`src/rtl/core/jcs_pkg.sv`:
```
// shared types and constants for the joystick calibrate and scale block
`timescale 1ns / 1ps

package jcs_pkg;

    localparam int AXES           = 4;
    localparam int SAMPLE_FIELD_W = 12;
    localparam int SCALE_W        = 15;
    localparam int VALUE_W        = 16;
    localparam int REQ_W          = 2;
    localparam int PHASE_W        = 2;

    localparam logic [REQ_W-1:0] REQ_CONVERT = 2'd0;
    localparam logic [REQ_W-1:0] REQ_START   = 2'd1;
    localparam logic [REQ_W-1:0] REQ_SAMPLE  = 2'd2;

    localparam logic [SCALE_W-1:0] SCALE_RESET = 15'd100;

    typedef enum logic [PHASE_W-1:0] {
        CAL_IDLE  = 2'd0,
        CAL_MID   = 2'd1,
        CAL_RANGE = 2'd2
    } cal_phase_t;

    typedef enum logic [1:0] {
        ST_IDLE = 2'd0,
        ST_CALC = 2'd1,
        ST_DONE = 2'd2
    } ctl_state_t;

    typedef struct packed {
        logic [REQ_W-1:0]          req_type;
        logic [SAMPLE_FIELD_W-1:0] left_x_sample;
        logic [SAMPLE_FIELD_W-1:0] left_y_sample;
        logic [SAMPLE_FIELD_W-1:0] right_x_sample;
        logic [SAMPLE_FIELD_W-1:0] right_y_sample;
    } req_t;

    typedef struct packed {
        logic signed [VALUE_W-1:0] left_x_value;
        logic signed [VALUE_W-1:0] left_y_value;
        logic signed [VALUE_W-1:0] right_x_value;
        logic signed [VALUE_W-1:0] right_y_value;
        logic [AXES-1:0]           span_ok_mask;
        logic [PHASE_W-1:0]        cal_phase;
    } rsp_t;

    typedef struct packed {
        logic done;
        logic span_ok;
    } lane_stat_t;

endpackage

```
`src/rtl/core/jcs_lane.sv`:
```
// one axis lane: span select, scale multiply or group average, and serial restoring divider
`timescale 1ns / 1ps

module jcs_lane #(
    parameter int SAMPLE_BITS = 12,
    parameter int AVG_SAMPLES = 16
) (
    input  logic                                  clk,
    input  logic                                  rst_n,
    input  logic                                  start,
    input  logic                                  avg_mode,
    input  logic [SAMPLE_BITS-1:0]                sample,
    input  logic [SAMPLE_BITS-1:0]                center,
    input  logic [SAMPLE_BITS:0]                  upper_lim,
    input  logic [SAMPLE_BITS:0]                  lower_lim,
    input  logic [SAMPLE_BITS+$clog2(AVG_SAMPLES)-1:0] sum,
    input  logic [jcs_pkg::SCALE_W-1:0]           scale,
    output jcs_pkg::lane_stat_t                   stat,
    output logic signed [jcs_pkg::VALUE_W-1:0]    value,
    output logic [SAMPLE_BITS-1:0]                avg
);

    localparam int SUM_W = SAMPLE_BITS + $clog2(AVG_SAMPLES);
    localparam int DW    = SAMPLE_BITS + 1;
    localparam int NW    = SAMPLE_BITS + jcs_pkg::SCALE_W;
    localparam int CW    = $clog2(NW + 1);
    localparam int SPW   = SAMPLE_BITS + 2;

    // group average by reciprocal multiply: ceil(2^RSH / AVG_SAMPLES) is exact
    // for every sum that fits SUM_W bits
    localparam int RL   = $clog2(AVG_SAMPLES);
    localparam int RSH  = SUM_W + RL;
    localparam int RMW  = SUM_W + 1;
    localparam int PW   = SUM_W + RMW;
    localparam logic [RMW-1:0] RMUL =
        RMW'(((64'd1 << RSH) + 64'(AVG_SAMPLES) - 64'd1) / 64'(AVG_SAMPLES));

    logic                   avg_mode_reg;
    logic                   upper_side_reg;
    logic                   ok_reg;
    logic [SAMPLE_BITS-1:0] mag_reg;
    logic [SUM_W-1:0]       sum_reg;
    logic [DW-1:0]          div_reg;
    logic [DW-1:0]          rem_reg;
    logic [NW-1:0]          quo_reg;
    logic [CW-1:0]          cnt_reg;
    logic                   load_reg;
    logic                   done_reg;

    logic                   upper_side;
    logic signed [SPW-1:0]  span;
    logic [SAMPLE_BITS-1:0] mag;
    logic [DW:0]            rem_sh;
    logic                   fits;
    logic [jcs_pkg::SCALE_W-1:0] mag_clamped;
    logic [PW-1:0]          avg_prod;

    // span and distance from the center, taken at start
    always_comb
    begin
        upper_side = (sample > center);
        if (upper_side)
        begin
            span = SPW'($signed({1'b0, upper_lim})) - SPW'($signed({2'b00, center}));
            mag  = sample - center;
        end
        else
        begin
            span = SPW'($signed({2'b00, center})) - SPW'($signed({1'b0, lower_lim}));
            mag  = center - sample;
        end
    end

    assign rem_sh   = {rem_reg, quo_reg[NW-1]};
    assign fits     = (rem_sh >= {1'b0, div_reg});
    assign avg_prod = PW'(sum_reg) * PW'(RMUL);

    always_ff @(posedge clk or negedge rst_n)
    begin
        if (!rst_n)
        begin
            load_reg <= 1'b0;
            done_reg <= 1'b0;
            cnt_reg  <= '0;
        end
        else if (start)
        begin
            load_reg <= 1'b1;
            done_reg <= 1'b0;
            cnt_reg  <= '0;
        end
        else if (load_reg)
        begin
            load_reg <= 1'b0;
            // averages are ready at load, scaling runs the divider
            if (avg_mode_reg)
            begin
                done_reg <= 1'b1;
            end
            else
            begin
                cnt_reg <= CW'(NW);
            end
        end
        else if (cnt_reg != '0)
        begin
            cnt_reg <= cnt_reg - 1'b1;
            if (cnt_reg == CW'(1))
            begin
                done_reg <= 1'b1;
            end
        end
    end

    always_ff @(posedge clk)
    begin
        if (start)
        begin
            avg_mode_reg   <= avg_mode;
            upper_side_reg <= upper_side;
            ok_reg         <= (span > 0);
            mag_reg        <= mag;
            sum_reg        <= sum;
            div_reg        <= span[DW-1:0];
        end
        else if (load_reg)
        begin
            rem_reg <= '0;
            if (avg_mode_reg)
            begin
                quo_reg <= NW'(avg_prod[PW-1:RSH]);
            end
            else
            begin
                quo_reg <= NW'(mag_reg) * NW'(scale);
            end
        end
        else if (cnt_reg != '0)
        begin
            if (fits)
            begin
                rem_reg <= DW'(rem_sh - {1'b0, div_reg});
            end
            else
            begin
                rem_reg <= rem_sh[DW-1:0];
            end
            quo_reg <= {quo_reg[NW-2:0], fits};
        end
    end

    // clamp to full deflection, then sign by side of the center; zero without a positive span
    always_comb
    begin
        if (quo_reg > NW'(scale))
        begin
            mag_clamped = scale;
        end
        else
        begin
            mag_clamped = quo_reg[jcs_pkg::SCALE_W-1:0];
        end
        if (!ok_reg)
        begin
            value = '0;
        end
        else if (upper_side_reg)
        begin
            value = $signed(jcs_pkg::VALUE_W'(mag_clamped));
        end
        else
        begin
            value = $signed(jcs_pkg::VALUE_W'(0) - jcs_pkg::VALUE_W'(mag_clamped));
        end
    end

    assign avg          = quo_reg[SAMPLE_BITS-1:0];
    assign stat.done    = done_reg;
    assign stat.span_ok = ok_reg;

endmodule

```
`src/rtl/core/jcs_merge.sv`:
```
// merge stage: builds the result and the new calibration centers and limits from the lanes
`timescale 1ns / 1ps

module jcs_merge #(
    parameter int SAMPLE_BITS = 12
) (
    input  logic                               is_convert,
    input  logic                               phase_mid,
    input  logic [jcs_pkg::PHASE_W-1:0]        phase,
    input  jcs_pkg::lane_stat_t                lane_stat [jcs_pkg::AXES],
    input  logic signed [jcs_pkg::VALUE_W-1:0] lane_value [jcs_pkg::AXES],
    input  logic [SAMPLE_BITS-1:0]             lane_avg [jcs_pkg::AXES],
    input  logic [SAMPLE_BITS-1:0]             center [jcs_pkg::AXES],
    input  logic [SAMPLE_BITS:0]               upper_lim [jcs_pkg::AXES],
    input  logic [SAMPLE_BITS:0]               lower_lim [jcs_pkg::AXES],
    output jcs_pkg::rsp_t                      rsp,
    output logic [SAMPLE_BITS-1:0]             center_new [jcs_pkg::AXES],
    output logic [SAMPLE_BITS:0]               upper_new [jcs_pkg::AXES],
    output logic [SAMPLE_BITS:0]               lower_new [jcs_pkg::AXES]
);

    logic signed [jcs_pkg::VALUE_W-1:0] val [jcs_pkg::AXES];
    logic [jcs_pkg::AXES-1:0]           mask;

    always_comb
    begin
        for (int a = 0; a < jcs_pkg::AXES; a++)
        begin
            if (is_convert)
            begin
                val[a]  = lane_value[a];
                mask[a] = lane_stat[a].span_ok;
            end
            else
            begin
                val[a]  = '0;
                mask[a] = 1'b0;
            end
        end
    end

    // midpoint group sets the centers, range groups only widen the limits
    always_comb
    begin
        for (int a = 0; a < jcs_pkg::AXES; a++)
        begin
            center_new[a] = center[a];
            upper_new[a]  = upper_lim[a];
            lower_new[a]  = lower_lim[a];
            if (phase_mid)
            begin
                center_new[a] = lane_avg[a];
            end
            else
            begin
                if ({1'b0, lane_avg[a]} > upper_lim[a])
                begin
                    upper_new[a] = {1'b0, lane_avg[a]};
                end
                if ({1'b0, lane_avg[a]} < lower_lim[a])
                begin
                    lower_new[a] = {1'b0, lane_avg[a]};
                end
            end
        end
    end

    assign rsp.left_x_value  = val[0];
    assign rsp.left_y_value  = val[1];
    assign rsp.right_x_value = val[2];
    assign rsp.right_y_value = val[3];
    assign rsp.span_ok_mask  = mask;
    assign rsp.cal_phase     = phase;

endmodule

```
`src/rtl/core/joystick_calibrate_scale_top.sv`:
```
// top level of the joystick center/range calibration and scaling block
`timescale 1ns / 1ps

//  channel   signals                          direction  transaction
//  req       req_valid, req_stall, req_data   in         valid && !stall
//  rsp       rsp_valid, rsp_stall, rsp_data   out        valid && !stall
//  cfg       cfg_valid, cfg_ready, cfg_data   in         valid && ready
//
//  one request at a time; a convert starts the four lanes, which load the scaled
//  magnitude and then divide, one quotient bit per cycle over SAMPLE_BITS + 15
//  bits, before the merged result goes to the output register; a group-closing
//  calibration sample averages by reciprocal multiply in the lanes; other
//  requests skip the lanes; the next request is taken while a finished result
//  waits in the output register; reset restores centers, limits, the scale
//  register and phase

module joystick_calibrate_scale_top #(
    parameter int AVG_SAMPLES = 16,
    parameter int SAMPLE_BITS = 12
) (
    input  logic                         clk,
    input  logic                         rst_n,
    input  logic                         req_valid,
    output logic                         req_stall,
    input  jcs_pkg::req_t                req_data,
    output logic                         rsp_valid,
    input  logic                         rsp_stall,
    output jcs_pkg::rsp_t                rsp_data,
    input  logic                         cfg_valid,
    output logic                         cfg_ready,
    input  logic [jcs_pkg::SCALE_W-1:0]  cfg_data
);

    localparam int AXES  = jcs_pkg::AXES;
    localparam int SUM_W = SAMPLE_BITS + $clog2(AVG_SAMPLES);
    localparam int CNT_W = $clog2(AVG_SAMPLES + 1);

    // control state
    jcs_pkg::ctl_state_t state_reg, state_next;
    jcs_pkg::cal_phase_t phase_reg;
    logic                rsp_valid_reg;
    logic [CNT_W-1:0]    count_reg;

    // calibration and configuration state
    logic [jcs_pkg::SCALE_W-1:0] scale_reg;
    logic [SAMPLE_BITS-1:0]      center_reg [AXES];
    logic [SAMPLE_BITS:0]        upper_reg  [AXES];
    logic [SAMPLE_BITS:0]        lower_reg  [AXES];
    logic [SUM_W-1:0]            sum_reg    [AXES];

    // item flags kept while the lanes run
    logic          conv_reg;
    logic          avg_reg;
    jcs_pkg::rsp_t rsp_data_reg;

    logic                   req_accept;
    logic                   is_conv;
    logic                   is_start;
    logic                   is_cal;
    logic                   group_done;
    logic [CNT_W-1:0]       count_inc;
    logic                   lane_start;
    logic                   rsp_load;
    logic                   all_done;
    logic [AXES-1:0]        done_vec;
    logic [SAMPLE_BITS-1:0] samp [AXES];
    logic [SUM_W-1:0]       sum_inc [AXES];

    jcs_pkg::lane_stat_t                lane_stat  [AXES];
    logic signed [jcs_pkg::VALUE_W-1:0] lane_value [AXES];
    logic [SAMPLE_BITS-1:0]             lane_avg   [AXES];

    jcs_pkg::rsp_t          merge_rsp;
    logic [SAMPLE_BITS-1:0] center_new [AXES];
    logic [SAMPLE_BITS:0]   upper_new  [AXES];
    logic [SAMPLE_BITS:0]   lower_new  [AXES];

    // samples use the low SAMPLE_BITS of each field
    assign samp[0] = SAMPLE_BITS'(req_data.left_x_sample);
    assign samp[1] = SAMPLE_BITS'(req_data.left_y_sample);
    assign samp[2] = SAMPLE_BITS'(req_data.right_x_sample);
    assign samp[3] = SAMPLE_BITS'(req_data.right_y_sample);

    assign req_stall  = (state_reg != jcs_pkg::ST_IDLE);
    assign req_accept = req_valid && !req_stall;
    assign cfg_ready  = 1'b1;
    assign rsp_valid  = rsp_valid_reg;
    assign rsp_data   = rsp_data_reg;

    assign is_conv    = (req_data.req_type == jcs_pkg::REQ_CONVERT);
    assign is_start   = (req_data.req_type == jcs_pkg::REQ_START);
    assign is_cal     = (req_data.req_type == jcs_pkg::REQ_SAMPLE)
                        && (phase_reg != jcs_pkg::CAL_IDLE);
    assign count_inc  = count_reg + 1'b1;
    assign group_done = is_cal && (count_inc == CNT_W'(AVG_SAMPLES));

    always_comb
    begin
        for (int a = 0; a < AXES; a++)
        begin
            sum_inc[a]  = sum_reg[a] + SUM_W'(samp[a]);
            done_vec[a] = lane_stat[a].done;
        end
    end
    assign all_done = &done_vec;

    // lanes, one per axis
    for (genvar g = 0; g < AXES; g++)
    begin : g_lane
        jcs_lane #(
            .SAMPLE_BITS (SAMPLE_BITS),
            .AVG_SAMPLES (AVG_SAMPLES)
        ) u_lane (
            .clk       (clk),
            .rst_n     (rst_n),
            .start     (lane_start),
            .avg_mode  (!is_conv),
            .sample    (samp[g]),
            .center    (center_reg[g]),
            .upper_lim (upper_reg[g]),
            .lower_lim (lower_reg[g]),
            .sum       (sum_inc[g]),
            .scale     (scale_reg),
            .stat      (lane_stat[g]),
            .value     (lane_value[g]),
            .avg       (lane_avg[g])
        );
    end

    jcs_merge #(
        .SAMPLE_BITS (SAMPLE_BITS)
    ) u_merge (
        .is_convert (conv_reg),
        .phase_mid  (phase_reg == jcs_pkg::CAL_MID),
        .phase      (phase_reg),
        .lane_stat  (lane_stat),
        .lane_value (lane_value),
        .lane_avg   (lane_avg),
        .center     (center_reg),
        .upper_lim  (upper_reg),
        .lower_lim  (lower_reg),
        .rsp        (merge_rsp),
        .center_new (center_new),
        .upper_new  (upper_new),
        .lower_new  (lower_new)
    );

    // sequencer
    always_ff @(posedge clk or negedge rst_n)
    begin
        if (!rst_n)
        begin
            state_reg <= jcs_pkg::ST_IDLE;
        end
        else
        begin
            state_reg <= state_next;
        end
    end

    always_comb
    begin
        state_next = state_reg;
        lane_start = 1'b0;
        rsp_load   = 1'b0;
        case (state_reg)
            jcs_pkg::ST_IDLE:
            begin
                if (req_accept)
                begin
                    if (is_conv || group_done)
                    begin
                        lane_start = 1'b1;
                        state_next = jcs_pkg::ST_CALC;
                    end
                    else
                    begin
                        state_next = jcs_pkg::ST_DONE;
                    end
                end
            end
            jcs_pkg::ST_CALC:
            begin
                if (all_done)
                begin
                    state_next = jcs_pkg::ST_DONE;
                end
            end
            jcs_pkg::ST_DONE:
            begin
                // output register free or draining this cycle
                if (!rsp_valid_reg || !rsp_stall)
                begin
                    rsp_load   = 1'b1;
                    state_next = jcs_pkg::ST_IDLE;
                end
            end
            default:
            begin
                state_next = jcs_pkg::ST_IDLE;
            end
        endcase
    end

    // calibration state
    always_ff @(posedge clk or negedge rst_n)
    begin
        if (!rst_n)
        begin
            phase_reg <= jcs_pkg::CAL_IDLE;
            count_reg <= '0;
            scale_reg <= jcs_pkg::SCALE_RESET;
            for (int a = 0; a < AXES; a++)
            begin
                center_reg[a] <= SAMPLE_BITS'(1) << (SAMPLE_BITS - 1);
                upper_reg[a]  <= {1'b0, {SAMPLE_BITS{1'b1}}};
                lower_reg[a]  <= '0;
                sum_reg[a]    <= '0;
            end
        end
        else
        begin
            if (cfg_valid && cfg_ready)
            begin
                scale_reg <= cfg_data;
            end
            if (req_accept && is_start)
            begin
                phase_reg <= jcs_pkg::CAL_MID;
                count_reg <= '0;
                for (int a = 0; a < AXES; a++)
                begin
                    upper_reg[a] <= '0;
                    lower_reg[a] <= {1'b1, {SAMPLE_BITS{1'b0}}};
                    sum_reg[a]   <= '0;
                end
            end
            else if (req_accept && is_cal)
            begin
                // a closing group hands its sums to the lanes and restarts
                if (group_done)
                begin
                    count_reg <= '0;
                    for (int a = 0; a < AXES; a++)
                    begin
                        sum_reg[a] <= '0;
                    end
                end
                else
                begin
                    count_reg <= count_inc;
                    for (int a = 0; a < AXES; a++)
                    begin
                        sum_reg[a] <= sum_inc[a];
                    end
                end
            end
            else if ((state_reg == jcs_pkg::ST_CALC) && all_done && avg_reg)
            begin
                phase_reg <= jcs_pkg::CAL_RANGE;
                for (int a = 0; a < AXES; a++)
                begin
                    center_reg[a] <= center_new[a];
                    upper_reg[a]  <= upper_new[a];
                    lower_reg[a]  <= lower_new[a];
                end
            end
        end
    end

    // output register
    always_ff @(posedge clk or negedge rst_n)
    begin
        if (!rst_n)
        begin
            rsp_valid_reg <= 1'b0;
        end
        else if (rsp_load)
        begin
            rsp_valid_reg <= 1'b1;
        end
        else if (!rsp_stall)
        begin
            rsp_valid_reg <= 1'b0;
        end
    end

    always_ff @(posedge clk)
    begin
        if (req_accept)
        begin
            conv_reg <= is_conv;
            avg_reg  <= group_done;
        end
        if (rsp_load)
        begin
            rsp_data_reg <= merge_rsp;
        end
    end

    // checks
    a_phase_no_return: assert property (@(posedge clk) disable iff (!rst_n)
        (phase_reg != jcs_pkg::CAL_IDLE) |=> (phase_reg != jcs_pkg::CAL_IDLE))
        else $error("calibration phase fell back to idle");

    a_count_bound: assert property (@(posedge clk) disable iff (!rst_n)
        (count_reg < CNT_W'(AVG_SAMPLES)))
        else $error("sample count reached the group size");

    a_lane_lockstep: assert property (@(posedge clk) disable iff (!rst_n)
        ($countones(done_vec) == 0) || ($countones(done_vec) == AXES))
        else $error("lanes out of step");

    a_rsp_from_done: assert property (@(posedge clk) disable iff (!rst_n)
        $rose(rsp_valid_reg) |-> ($past(state_reg) == jcs_pkg::ST_DONE))
        else $error("result raised outside the done state");

endmodule

```
`config.mk`:
```
export PLATFORM = sky130hd
export DESIGN_NAME = joystick_calibrate_scale_top
export DESIGN_NICKNAME = d
export VERILOG_FILES = /design/src/rtl/core/jcs_pkg.sv /design/src/rtl/core/jcs_lane.sv /design/src/rtl/core/jcs_merge.sv /design/src/rtl/core/joystick_calibrate_scale_top.sv
export SDC_FILE = /design/constraint.sdc
export NUM_CORES = 2
export LEC_CHECK = 0
export BUFFER_PORTS_ARGS = -buffer_cell sky130_fd_sc_hd__clkbuf_2
export CORE_MARGIN = 10
export CORE_UTILIZATION = 50
export DETAILED_ROUTE_END_ITERATION = 8
export GPL_ROUTABILITY_DRIVEN = 0
export PLACE_DENSITY_LB_ADDON = 0.25
export SKIP_LAST_GASP = 1
export SLEW_MARGIN = 10
export SYNTH_ARGS = -nofsm -noshare
export SYNTH_HDL_FRONTEND = slang
export SYNTH_SLANG_ARGS = --single-unit
```
`constraint.sdc`:
```
create_clock -name clk -period 31.4 [get_ports clk]
set_input_delay 1.57 -clock clk [delete_from_list [all_inputs] [get_ports clk]]
set_output_delay 1.57 -clock clk [all_outputs]
set_load 0.005 [all_outputs]
```
# ---- Word-level counts from Yosys, hierarchy flattened
# Cells that the tools add are included.
dict set report word_totals {
  in_bits 70
  regBits 671
}
dict set report classes {
  add_sub_neg 33
  n_eq_ne 20
  muxes 110
  bitwise 8
  reduce_logical 75
  n_mul 4
  magnitude_cmp 24
}
# operator count
set ops {}
lappend ops {{$mux 27} 12}
lappend ops {{$mux 13} 24}
lappend ops {{$mux 52} 6}
lappend ops {{$mux 64} 3}
lappend ops {{$mux 15} 8}
lappend ops {{$gt 27x15->1} 4}
lappend ops {{$mul 12x15->27} 4}
lappend ops {{$sub 12x12->12} 8}
lappend ops {{$mux 5} 16}
lappend ops {{$add 16x12->16} 4}
lappend ops {{$sub 1x15->16 const A} 4}
lappend ops {{$ge 14x13->1} 4}
lappend ops {{$gt 14x1->1 const B} 4}
lappend ops {{$mux 14} 4}
lappend ops {{$sub 12x13->14} 4}
lappend ops {{$sub 13x12->14} 4}
lappend ops {{$gt 12x13->1} 4}
lappend ops {{$lt 12x13->1} 4}
lappend ops {{$sub 13x13->13} 4}
lappend ops {{$gt 12x12->1} 4}
lappend ops {{$mux 12} 4}
lappend ops {{$reduce_and 4->1} 10}
lappend ops {{$reduce_bool 2->1} 16}
lappend ops {{$reduce_and 2->1} 13}
lappend ops {{22 further kinds} 102}

# ---- Logic depth before layout (Yosys ltp)
dict set report logic_depth {
  word_depth 9
  mapped_depth 24
}

# ---- Cells and area by module
# Synthesis repeated with hierarchy kept, for this count alone.
dict set report hier_totals {
  cells_unflattened 7802
  hier_area_um2 71763.8
}
# module instances cells_each area_per_inst_um2
set by_module_without_submodules {}
lappend by_module_without_submodules {joystick_calibrate_scale_top 1 1122 13671.9}
lappend by_module_without_submodules {{jcs_lane (g_lane[1].u_lane)} 1 1549 13482.9}
lappend by_module_without_submodules {{jcs_lane (g_lane[0].u_lane)} 1 1538 13409.1}
lappend by_module_without_submodules {{jcs_lane (g_lane[3].u_lane)} 1 1512 13167.6}
lappend by_module_without_submodules {{jcs_lane (g_lane[2].u_lane)} 1 1506 13165.1}
lappend by_module_without_submodules {jcs_merge 1 575 4867.2}

# ---- Least setup slack after synthesis
# No wires, ideal clock.
dict set report synth_timing {
  kind {input to register}
  startpoint {input port req_data[48] in the netlist's numbering}
  endpoint {register g_lane[1].u_lane.quo_reg[0], enable pin}
  n_path_buf 2
  setup_ns 0.910
  t_required_ns 30.490
  arrival_time_ns 10.021
  slack_ns 20.469
  stages 8
  cell_sequence {inv_1 -> o211ai_1 -> a211oi_1 -> o21ai_0 -> clkbuf_1 -> inv_1 -> clkbuf_1 -> nor2_1}
}
dict set report synth_between {
  elab_chain_cells 9
}
# item line
set synth_rtl {}
lappend synth_rtl {{from (decl)} joystick_calibrate_scale_top.sv:25} ;# input jcs_pkg::req_t req_data,
lappend synth_rtl {{$eq 2x2->1} joystick_calibrate_scale_top.sv:92} ;# assign is_cal = (req_data.req_type == jcs_pkg::REQ_SAMPLE)
lappend synth_rtl {{$logic_and 1x1->1} joystick_calibrate_scale_top.sv:93} ;# && (phase_reg != jcs_pkg::CAL_IDLE);
lappend synth_rtl {{$logic_and 1x1->1} joystick_calibrate_scale_top.sv:95} ;# assign group_done = is_cal && (count_inc == CNT_W'(AVG_SAMPLES));
lappend synth_rtl {{via group_done} joystick_calibrate_scale_top.sv:60} ;# logic group_done;
lappend synth_rtl {{$logic_or 1x1->1} joystick_calibrate_scale_top.sv:171} ;# if (is_conv || group_done)
lappend synth_rtl {{$mux 1} joystick_calibrate_scale_top.sv:171}
lappend synth_rtl {{$mux 1} joystick_calibrate_scale_top.sv:169} ;# if (req_accept)
lappend synth_rtl {{$mux 1} joystick_calibrate_scale_top.sv:166} ;# case (state_reg)
lappend synth_rtl {{via g_lane[0].u_lane.start} jcs_lane.sv:10} ;# input logic start,
lappend synth_rtl {{$not 1->1 (no source line)} -}
lappend synth_rtl {{$reduce_and 2->1 (no source line)} -}
lappend synth_rtl {{to (signal assigned)} jcs_lane.sv:131} ;# quo_reg <= NW'(avg_prod[PW-1:RSH]);
lappend synth_rtl {{to (signal assigned)} jcs_lane.sv:135} ;# quo_reg <= NW'(mag_reg) * NW'(scale);
lappend synth_rtl {{to (signal assigned)} jcs_lane.sv:148} ;# quo_reg <= {quo_reg[NW-2:0], fits};
lappend synth_rtl {{to (decl)} jcs_lane.sv:45} ;# logic [NW-1:0] quo_reg;
# The timed path passes the listed nets, and every way through them passes these cells.
# A chain may end at the register's enable or synchronous reset.

# ---- Worst setup path after layout
dict set report layout_timing {
  startpoint {register scale_reg[5] in the netlist's numbering}
  endpoint {register g_lane[0].u_lane.quo_reg[23], data pin}
}
dict set report layout_between {
  elab_chain_cells 3
}
# item line
set layout_rtl {}
lappend layout_rtl {{from (decl)} joystick_calibrate_scale_top.sv:45} ;# logic [jcs_pkg::SCALE_W-1:0] scale_reg;
lappend layout_rtl {{from (signal assigned)} joystick_calibrate_scale_top.sv:212} ;# scale_reg <= jcs_pkg::SCALE_RESET;
lappend layout_rtl {{from (signal assigned)} joystick_calibrate_scale_top.sv:225} ;# scale_reg <= cfg_data;
lappend layout_rtl {{$mul 12x15->27} jcs_lane.sv:135}
lappend layout_rtl {{$mux 27} jcs_lane.sv:129} ;# if (avg_mode_reg)
lappend layout_rtl {{$mux 27} jcs_lane.sv:126} ;# else if (load_reg)
lappend layout_rtl {{to (signal assigned)} jcs_lane.sv:131}
lappend layout_rtl {{to (signal assigned)} jcs_lane.sv:135}
lappend layout_rtl {{to (signal assigned)} jcs_lane.sv:148}
lappend layout_rtl {{to (decl)} jcs_lane.sv:45}
# No other way between the ends.

==> results by group <==
Status
  • Outcome: finished, final reports clean

Floorplanning
  • Die Width: 388 um
  • Die Y: 388 um
  • Row count: 134
  • Core Area: 134000 sq um
  • Initial core utilization: 50.5%
  • Die area: 150000 sq um
  • I/O pin cnt: 143

CTS
  • Post-cts gate resize count: 0
  • CTS sink cnt: 651
  • # hold bufs at CTS: 0
  • Clk pin slew, worst setup/hold paths: 0.07 ns
  • CTS max path bufs: 3
  • Clock Tree Root: clkbuf_16
  • Worst skew pair latency: 0.73 ns
  • CTS tree: done
  • Inserted Clock Buffers: 79
  • H-tree levels: 3
  • Post-CTS Setup Bufs: 0

Timing
  • Final worst setup slack: 24.51 ns
  • RSZ-0062 raised after global routing: false
  • Worst Skew: 0.0383 ns
  • Final hold violations: 0
  • Total Neg Setup Slack: 0 ns
  • Min cycle time layout: 6.89 ns
  • Slew Limit Headroom: 17.1%
  • Final Setup Violations: 0
  • Fmax: 0.145 GHz
  • Final Cycle Share: 21.9%
  • Worst-Margin Slew: 1.24 ns
  • Slew Limit Fails: 0

Logic synthesis
  • XOR/XNOR Fraction of Synth Area: 4.38%
  • Mapped Nets: 8668
  • Syn. warnings: 0
  • Mux cell area share after synthesis: 2.71%
  • Number of synthesized flops with an enable pin: 389
  • Largest family of logic cells by synthesized area: adder cells
  • Synth Area in Adders: 29.4%
  • Compound-cell area share of the yosys netlist: 13.5%
  • Syn avg cell area: 9.21 sq um
  • Synth Area in Simple Gates: 15.1%
  • Mapped cell area: 67600 sq um
  • Async set-or-reset flop fraction in the synthesized netlist: 40.2%
  • Sequential area share after synthesis: 27.1%
  • Main flop type after synthesis: edfxtp_1
  • Unique cell type count in the Yosys netlist: 105
  • Seq cells post-synth: 651
  • Post-Syn Instances: 7337

Critical path
  • Worst path arrival time: 7.35 ns
  • Required time of the worst setup path: 31.86 ns
  • CP Max Fanout: 28
  • Critical R2R Capture: g_lane[0].u_lane.quo_reg[23]
  • Reg2Reg Launch Point: scale_reg[5]
  • Worst Setup End Kind: flip-flop
  • Flop-to-flop setup slack: 24.51 ns
  • CP Launch Type: flip-flop
  • R2R depth: 19
  • Setup CP Type: flip-flop to flip-flop

Place
  • PortBufs: 141
  • Place WS: 24.58 ns
  • Placed Cells: 9003
  • DP HPWL: 147000 um

Min path
  • Hold Crit Class: flip-flop to flip-flop
  • Worst hold path depth: 2
  • Hold Path Origin: sum_reg[34]
  • Worst Hold End: sum_reg[34]

Routing
  • TritonRoute pass-1 iters: 8
  • Wire length on met1: 84700 um
  • Met3 wire len: 19400 um
  • WL met2: 87700 um
  • Highest Signal Layer: met5
  • Vias per inst: 5.87
  • Total Wirelength: 200000 um
  • Via count: 53.7k
  • WL/cell: 21.8 um
  • DRT iter0 DRCs: 4674
  • DRC Markers: 0
  • Antenna Nets Post-Route: 0

Finish
  • Post-Layout Cell Count: 9154
  • Max reg flops: 108
  • Layout cells sized above 1: 6.88%
  • Fin nets: 8647
  • Area Overhead vs Synth: 7.31%

GRT
  • Largest net degree at the start of global routing: 116
  • GRT Resource Usage Total: 26.2%
  • Wire length of the first global-routing pass: 313000 um
  • Initial antenna violation count: 10
  • Total global routing overflow: 0
  • Vias in the first global route: 54.3k

Run
  • Max Cap Viol: 0
[routing by layer]
metal	vias to the layer above	GRT usage, %
li1	24700	-
met1	26500	34.7
met5	-	0
met2	2080	40.9
met3	416	7.04
met4	4	9.63
[cell usage after synthesis, types with 207 or more instances]
cell / n / area share (%)
xnor2_1: 226 / 2.9
fa_1: 544 / 16
o21ai_0: 298 / 2.2
clkbuf_1: 250 / 1.4
edfxtp_1: 389 / 17
and2_1: 257 / 2.4
nor2_1: 399 / 2.2
ha_1: 717 / 13
dfrtp_1: 207 / 7.7
a21oi_1: 350 / 2.6
nand2_1: 852 / 4.7
inv_1: 1061 / 5.9
[critical path: stages, from the launching register on]
cell and delay [ns]:
dfstp_2 0.93, buf_4 0.45, nand2_1 0.14, fa_1 0.56, inv_1 0.05, fa_1 0.46
fa_1 0.52, fa_1 0.55, inv_1 0.05, fa_1 0.52, inv_1 0.05, ha_1 0.36
and3_1 0.22, a31oi_1 0.22, or4b_2 0.64, o2111ai_1 0.27, a31o_2 0.21, nor2b_1 0.15
xnor2_1 0.08, a22o_1 0.19
[layout make-up]
| class | count | area, sq um |
|---|---|---|
| diodes | 3 | 7.51 |
| clock buffers | 106 | 2140 |
| clock inverters | 42 | 465 |
| fillers | 12000 | 61300 |
| inverters | 1065 | 4010 |
| multi-input cells | 5308 | 44100 |
| flip-flops and latches | 651 | 18300 |
| well taps | 1768 | 2210 |
| repair buffers | 211 | 1240 |
[how the worst max path moves through the flow]
| stage | startpoint | endpoint | slack [ns] |
|---|---|---|---|
| 5_1_grt | scale_reg[5] | g_lane[1].u_lane.quo_reg[25] | 24.20 |
| 3_5_place_dp | scale_reg[5] | g_lane[0].u_lane.quo_reg[23] | 24.58 |
| 4_1_cts | scale_reg[5] | g_lane[0].u_lane.quo_reg[23] | 24.57 |
| 2_1_floorplan | req_data[48] | g_lane[1].u_lane.quo_reg[0] | 20.47 |
| 6_report | scale_reg[5] | g_lane[0].u_lane.quo_reg[23] | 24.51 |
| 3_3_place_gp | scale_reg[5] | g_lane[0].u_lane.quo_reg[23] | 24.63 |
[cell usage in the layout (no fill, tap or decap), types with 141 or more instances in the layout]
master,count
inv_1,1060
nand2_1,852
ha_1,717
fa_1,544
nor2_1,393
edfxtp_1,389
a21oi_1,346
o21ai_0,296
and2_1,257
xnor2_1,226
dfrtp_1,194
mux2i_1,163
a21o_1,141
[cell families (layout without fill, tap and decap cells)]
logic type	after synthesis	in the layout
flops	651	651
simple gates	2149	2149
buf+inv	1378	1424
compound gates	1378	1378
fa+ha+maj	1261	1261
xor+xnor	338	338
mux	181	181
other cells	1	4
[metrics by stage]
stage	hold slack, ns	utilization (%)	area (sq um)
after global placement	0.468	52.3	69900
after CTS	0.490	54.2	72500
after global routing	0.520	54.2	72500
final	0.482	54.2	72500
after floorplan	0.447	-	67600
after detailed placement	0.477	52.3	69900
Power is left out: the tool's default activity adds up to more than one toggle a clock period on the data nets, which glitch-free logic cannot reach.
